===== config.mk =====
export PLATFORM = sky130hd
export DESIGN_NAME = ffla_ctrl
export DESIGN_NICKNAME = d
export VERILOG_FILES = /design/src/hdl/ffla_pkg.sv /design/src/hdl/ffla_ctrl.sv
export SDC_FILE = /design/constraint.sdc
export NUM_CORES = 1
export LEC_CHECK = 0
export BUFFER_PORTS_ARGS = -buffer_cell sky130_fd_sc_hd__buf_4
export CAP_MARGIN = 20
export CORE_AREA = 2 2 39 41
export CTS_BUF_LIST = sky130_fd_sc_hd__clkbuf_4 sky130_fd_sc_hd__clkbuf_8 sky130_fd_sc_hd__clkbuf_16
export DETAILED_ROUTE_END_ITERATION = 8
export DIE_AREA = 0 0 41 43
export GPL_TIMING_DRIVEN = 0
export PLACE_DENSITY = 0.45
export SYNTH_ARGS = -nofsm -noshare
export SYNTH_HDL_FRONTEND = slang
export SYNTH_SLANG_ARGS = --single-unit

===== constraint.sdc =====
create_clock -name clk -period 2.7 [get_ports clk]
set_input_delay 0.135 -clock clk [delete_from_list [all_inputs] [get_ports clk]]
set_output_delay 0.135 -clock clk [all_outputs]
set_load 0.02 [all_outputs]

===== src/hdl/ffla_pkg.sv =====
`default_nettype none
// ----------------------------------------------------------------------------
// ffla_pkg
// Shared types and constants for the first-fit interval lane assigner.
// ----------------------------------------------------------------------------
package ffla_pkg;

    localparam int TIME_W      = 48;
    localparam int BORDER_W    = 16;
    localparam int LANE_W      = 4;
    localparam int SLOT_W      = 6;
    localparam int GUARD_SHIFT = 2;   // guard margin is four borders

    localparam logic [BORDER_W-1:0] BORDER_RESET = 16'd5;

    localparam logic KIND_PLACE = 1'b0;
    localparam logic KIND_CLEAR = 1'b1;

    // Commands from the controller to the datapath.
    typedef struct packed {
        logic load;      // capture an accepted item and restart the scan
        logic clear;     // empty every lane
        logic skip;      // move to the next lane
        logic issue;     // read the next stored interval of the current lane
        logic place;     // store the interval in the current lane
        logic out_load;  // move the result into the output register
    } ffla_cmd_t;

    // Status from the datapath to the controller.
    typedef struct packed {
        logic full;       // current lane has no free slot
        logic hit;        // interval compared this cycle lies within the guard
        logic exhausted;  // every stored interval of the lane has been read
        logic last_lane;  // current lane is the highest one
        logic out_busy;   // output register holds a result not yet taken
    } ffla_sts_t;

endpackage
`default_nettype wire


===== src/hdl/ffla_ctrl.sv =====
`default_nettype none
// ----------------------------------------------------------------------------
// ffla_ctrl
// Sequencer that walks lanes and stored intervals for one item at a time.
// ----------------------------------------------------------------------------
module ffla_ctrl (
    input  wire logic                clk,
    input  wire logic                rst_n,
    input  wire logic                item_valid,
    input  wire logic                item_kind,
    output logic                     item_ready,
    input  wire ffla_pkg::ffla_sts_t sts,
    output ffla_pkg::ffla_cmd_t      cmd
);
    import ffla_pkg::*;

    localparam logic [1:0] S_IDLE = 2'd0;
    localparam logic [1:0] S_SCAN = 2'd1;
    localparam logic [1:0] S_DONE = 2'd2;

    logic [1:0] state_reg;
    logic [1:0] state_next;

    assign item_ready = (state_reg == S_IDLE);

    always_comb
    begin
        state_next = state_reg;
        cmd        = '0;
        unique case (state_reg)
            S_IDLE:
            begin
                if (item_valid)
                begin
                    cmd.load = 1'b1;
                    if (item_kind == KIND_CLEAR)
                    begin
                        cmd.clear  = 1'b1;
                        state_next = S_DONE;
                    end
                    else
                    begin
                        state_next = S_SCAN;
                    end
                end
            end
            S_SCAN:
            begin
                if (sts.full || sts.hit)
                begin
                    if (sts.last_lane)
                    begin
                        state_next = S_DONE;
                    end
                    else
                    begin
                        cmd.skip = 1'b1;
                    end
                end
                else if (sts.exhausted)
                begin
                    cmd.place  = 1'b1;
                    state_next = S_DONE;
                end
                else
                begin
                    cmd.issue = 1'b1;
                end
            end
            S_DONE:
            begin
                if (!sts.out_busy)
                begin
                    cmd.out_load = 1'b1;
                    state_next   = S_IDLE;
                end
            end
            default:
            begin
                state_next = S_IDLE;
            end
        endcase
    end

    always_ff @(posedge clk or negedge rst_n)
    begin
        if (!rst_n)
        begin
            state_reg <= S_IDLE;
        end
        else
        begin
            state_reg <= state_next;
        end
    end

    a_place_not_full: assert property (@(posedge clk) disable iff (!rst_n)
        cmd.place |-> (!sts.full && !sts.hit && sts.exhausted))
        else $error("placement into a full or conflicting lane");

    a_scan_after_place_load: assert property (@(posedge clk) disable iff (!rst_n)
        (cmd.load && !cmd.clear) |=> (state_reg == S_SCAN))
        else $error("placement item did not start a scan");

    a_single_action: assert property (@(posedge clk) disable iff (!rst_n)
        !(cmd.place && (cmd.skip || cmd.issue)) && !(cmd.skip && cmd.issue))
        else $error("conflicting scan commands");

endmodule
`default_nettype wire


# == Yosys cells after proc, flatten, opt, wreduce, memory -nomap -nowiden ==
# Index checks and enable logic that the tools add are counted.
# totals
ff_bits,2
input_bits,9
elab_cells,28
# classes
eq_ne,6
mux,18
reduce_logical,3
# ops
operator,count
2-to-1 mux 2 bit,9
2-to-1 mux 1 bit,7
"!= test 3 bit, second input constant",2
one-hot mux 2 bit (3 select lines),1
"!= test 2 bit, second input constant",2
AND reduction 4 bit,1
2-to-1 mux 3 bit,1
"equality test 2 x 1 -> 1 bit, second input constant",1
"equality test 2 bit, second input constant",1
zero test 2 bit,1
logical OR 1 bit,1

# == Longest topological paths before layout ==
# depth
word_depth,3
mapped_depth,3

# == Least setup slack after synthesis ==
# OpenSTA, ideal clock, no wires.
# synth_path
path_type,register -> output
from,reg state_reg[1]
to,out cmd[1] in the netlist's numbering
arrival_ns,1.310
required_time_ns,2.565
path_slack_ns,1.255
stages_incl_launch_ff,3
path_buffers,0
cell_sequence,dfrtp_1 nand2b_1 nor4b_1
# synth_lines
element,line_no,source
"start, declared",ffla_ctrl.sv:21,logic [1:0] state_reg;
"start signal, assigned",ffla_ctrl.sv:93,state_reg <= state_next;
"end, declared",ffla_ctrl.sv:13,output ffla_pkg::ffla_cmd_t cmd

==> impl_metrics.tcl <==
set metrics [dict create \
    status "finished, final reports clean" \
    worstPathMaxFanout 7 \
    end_kind "primary output" \
    hp-class "in2reg" \
    synth.top_cell.area_share_pct 31.3 \
    grt_setup_unrepaired "false" \
    grt_pass1_vias 209 \
    start_kind "flip-flop" \
    grt_overflow_total 0 \
    required_ns 2.57 \
    slew_headroom_pct 83.9 \
    grt_max_degree 8 \
    track_usage_pct 6.71 \
    ctsHoldBuffers 1 \
    crit_arrival_ns 1.29 \
    slew_viol_final 0 \
    final_common_cell "buf_4" \
    dieArea_um2 1760 \
    max_freq_ghz 0.704 \
    fin_skew_ns 0.00162 \
    io_buffers 15 \
    yosysTopAreaCell "dfrtp_1" \
    finalCritPeriodShare_pct 52.6 \
    stdcell_count 55 \
    antenna_found_initial 0 \
    clkSlewWorstSetupHoldPaths_ns 0.03 \
    cts_buffers 3 \
    initial_core_util_pct 11.6 \
    synth_nets 29 \
    rows 14 \
    cts_resized 0 \
    placed_area_um2 293 \
    diodes 0 \
    drc 0 \
    final_cell_mix "buf_4 (15), nor2_1 (4), clkbuf_4 (3)" \
    cts.sinks 2 \
    tightest_slew_ns 0.238 \
    netlist_instances 20 \
    finalHoldWorstSlack_ns 0.198 \
    synth_seq_cells 2 \
    clk_path_buf_depth 2 \
    finish.utilization_pct 23.5 \
    finalSetupTns_ns 0 \
    powerDensity_nw_per_um2 685 \
    final_layout_size_suffix_gt1_share_pct 46.2 \
    yosysWarnings 0 \
    drt_iter0_markers 0 \
    syn2layout_area_growth_pct 103 \
    core_area_um2 1380 \
    setup_viol 0 \
    leakagePower_nw 0.157 \
    dieHeight_um 43 \
    grt_pass1_wl_um 752 \
    fin_area_um2 325 \
    routed_wl_um 496 \
    dpl.hpwl_um 394 \
    largest_register_ffs 2 \
    finalWorstSetupSlack_ns 1.28 \
    htreeDepth 1 \
    ant_nets 0 \
    wl_per_cell_um 9.02 \
    gp_congestion 0.618 \
    root_buffer "clkbuf_4" \
    avgSynthCellArea_um2 8.01 \
    finalHoldViolations 0 \
    die_w_um 41 \
    dp_slack_ns 1.49 \
    ys_seq_area_share_pct 31.3 \
    yosysUniqueCellTypes 15 \
    pin_count 16 \
    cap_violations 0 \
    place_inst 51 \
    period_needed_ns 1.42 \
    insertion_delay_ns 0.22 \
    vias 216 \
    criticalPathCategory "reg2out" \
    ir_drop_v 0.000121 \
    netlist_area_um2 160 \
    synth.top_cells.by_area "dfrtp_1 (31%), nand3b_1 (9.4%), nor2_1 (9.4%)" \
    dr.pass1.iters 1 \
    cts_setup_buffers 0 \
    p_total_uw 223 \
    fin_nets 50 \
    viasPerCell 3.93 \
    cts_tree "done" \
    num-fill-cells 157 \
]
==> final timing paths <==
kind	depth (start not counted)	to	slack [ns]	start
max in group asynchronous	2	state_reg[0]	2.38	rst_n
max reg2reg	2	state_reg[0]	1.66	state_reg[0]
min reg2reg	1	state_reg[0]	0.53	state_reg[1]
min in group asynchronous	2	state_reg[1]	0.24	rst_n
min	3	state_reg[1]	0.20	sts[0]
max	3	cmd[3]	1.28	state_reg[0]
==> final cells by class <==
type,count,area [um^2],share of cell area (%)
multi-input combinational,17,106,32.7
tap,16,20.0,6.15
clock buffer,3,22.5,6.92
sequential,2,50.0,15.4
timing repair buffer,16,123,37.7
inverter,1,3.75,1.15
==> metal layers <==
metal / routed length, um / global-route usage [%] / vias up
met5: 0 / 0 / -
met4: 0 / 6.00 / 0
met3: 42 / 3.14 / 0
met2: 217 / 7.81 / 10
met1: 235 / 8.63 / 94
li1: - / - / 112
==> cell families (layout without fill, tap and decap cells) <==
kind of cell	count (synthesis)	count (layout)	synth area share [%]
muxes	1	1	6.25
DFF	2	2	31.3
buffers and inverters	1	20	2.34
and+or+nand+nor	14	14	51.6
AOI/OAI and AO/OA	2	2	8.60
==> power breakdown <==
part / leakage (nW) / internal, mW / switching (mW)
Clock: 0.0138 / 0.0490 / 0.0163
Sequential: 0.0258 / 0.0396 / 0.0150
Combinational: 0.118 / 0.0510 / 0.0521
Total: 0.157 / 0.140 / 0.0833
==> worst max-delay path: stages (launching register included) <==
cell and delay (ns):
dfrtp_1 0.43, or3b_1 0.39, nor2_1 0.10, buf_4 0.14
==> cells in the mapped netlist <==
master / count
nor2_1: 4
dfrtp_1: 2
nand3b_1: 2
a31oi_1: 1
and2_1: 1
inv_1: 1
mux2i_1: 1
nand2_1: 1
nand2b_1: 1
nand3_1: 1
nor3b_1: 1
nor4_1: 1
nor4b_1: 1
o211ai_1: 1
or3b_1: 1
No activity file was read; power rests on OpenSTA's default activity.
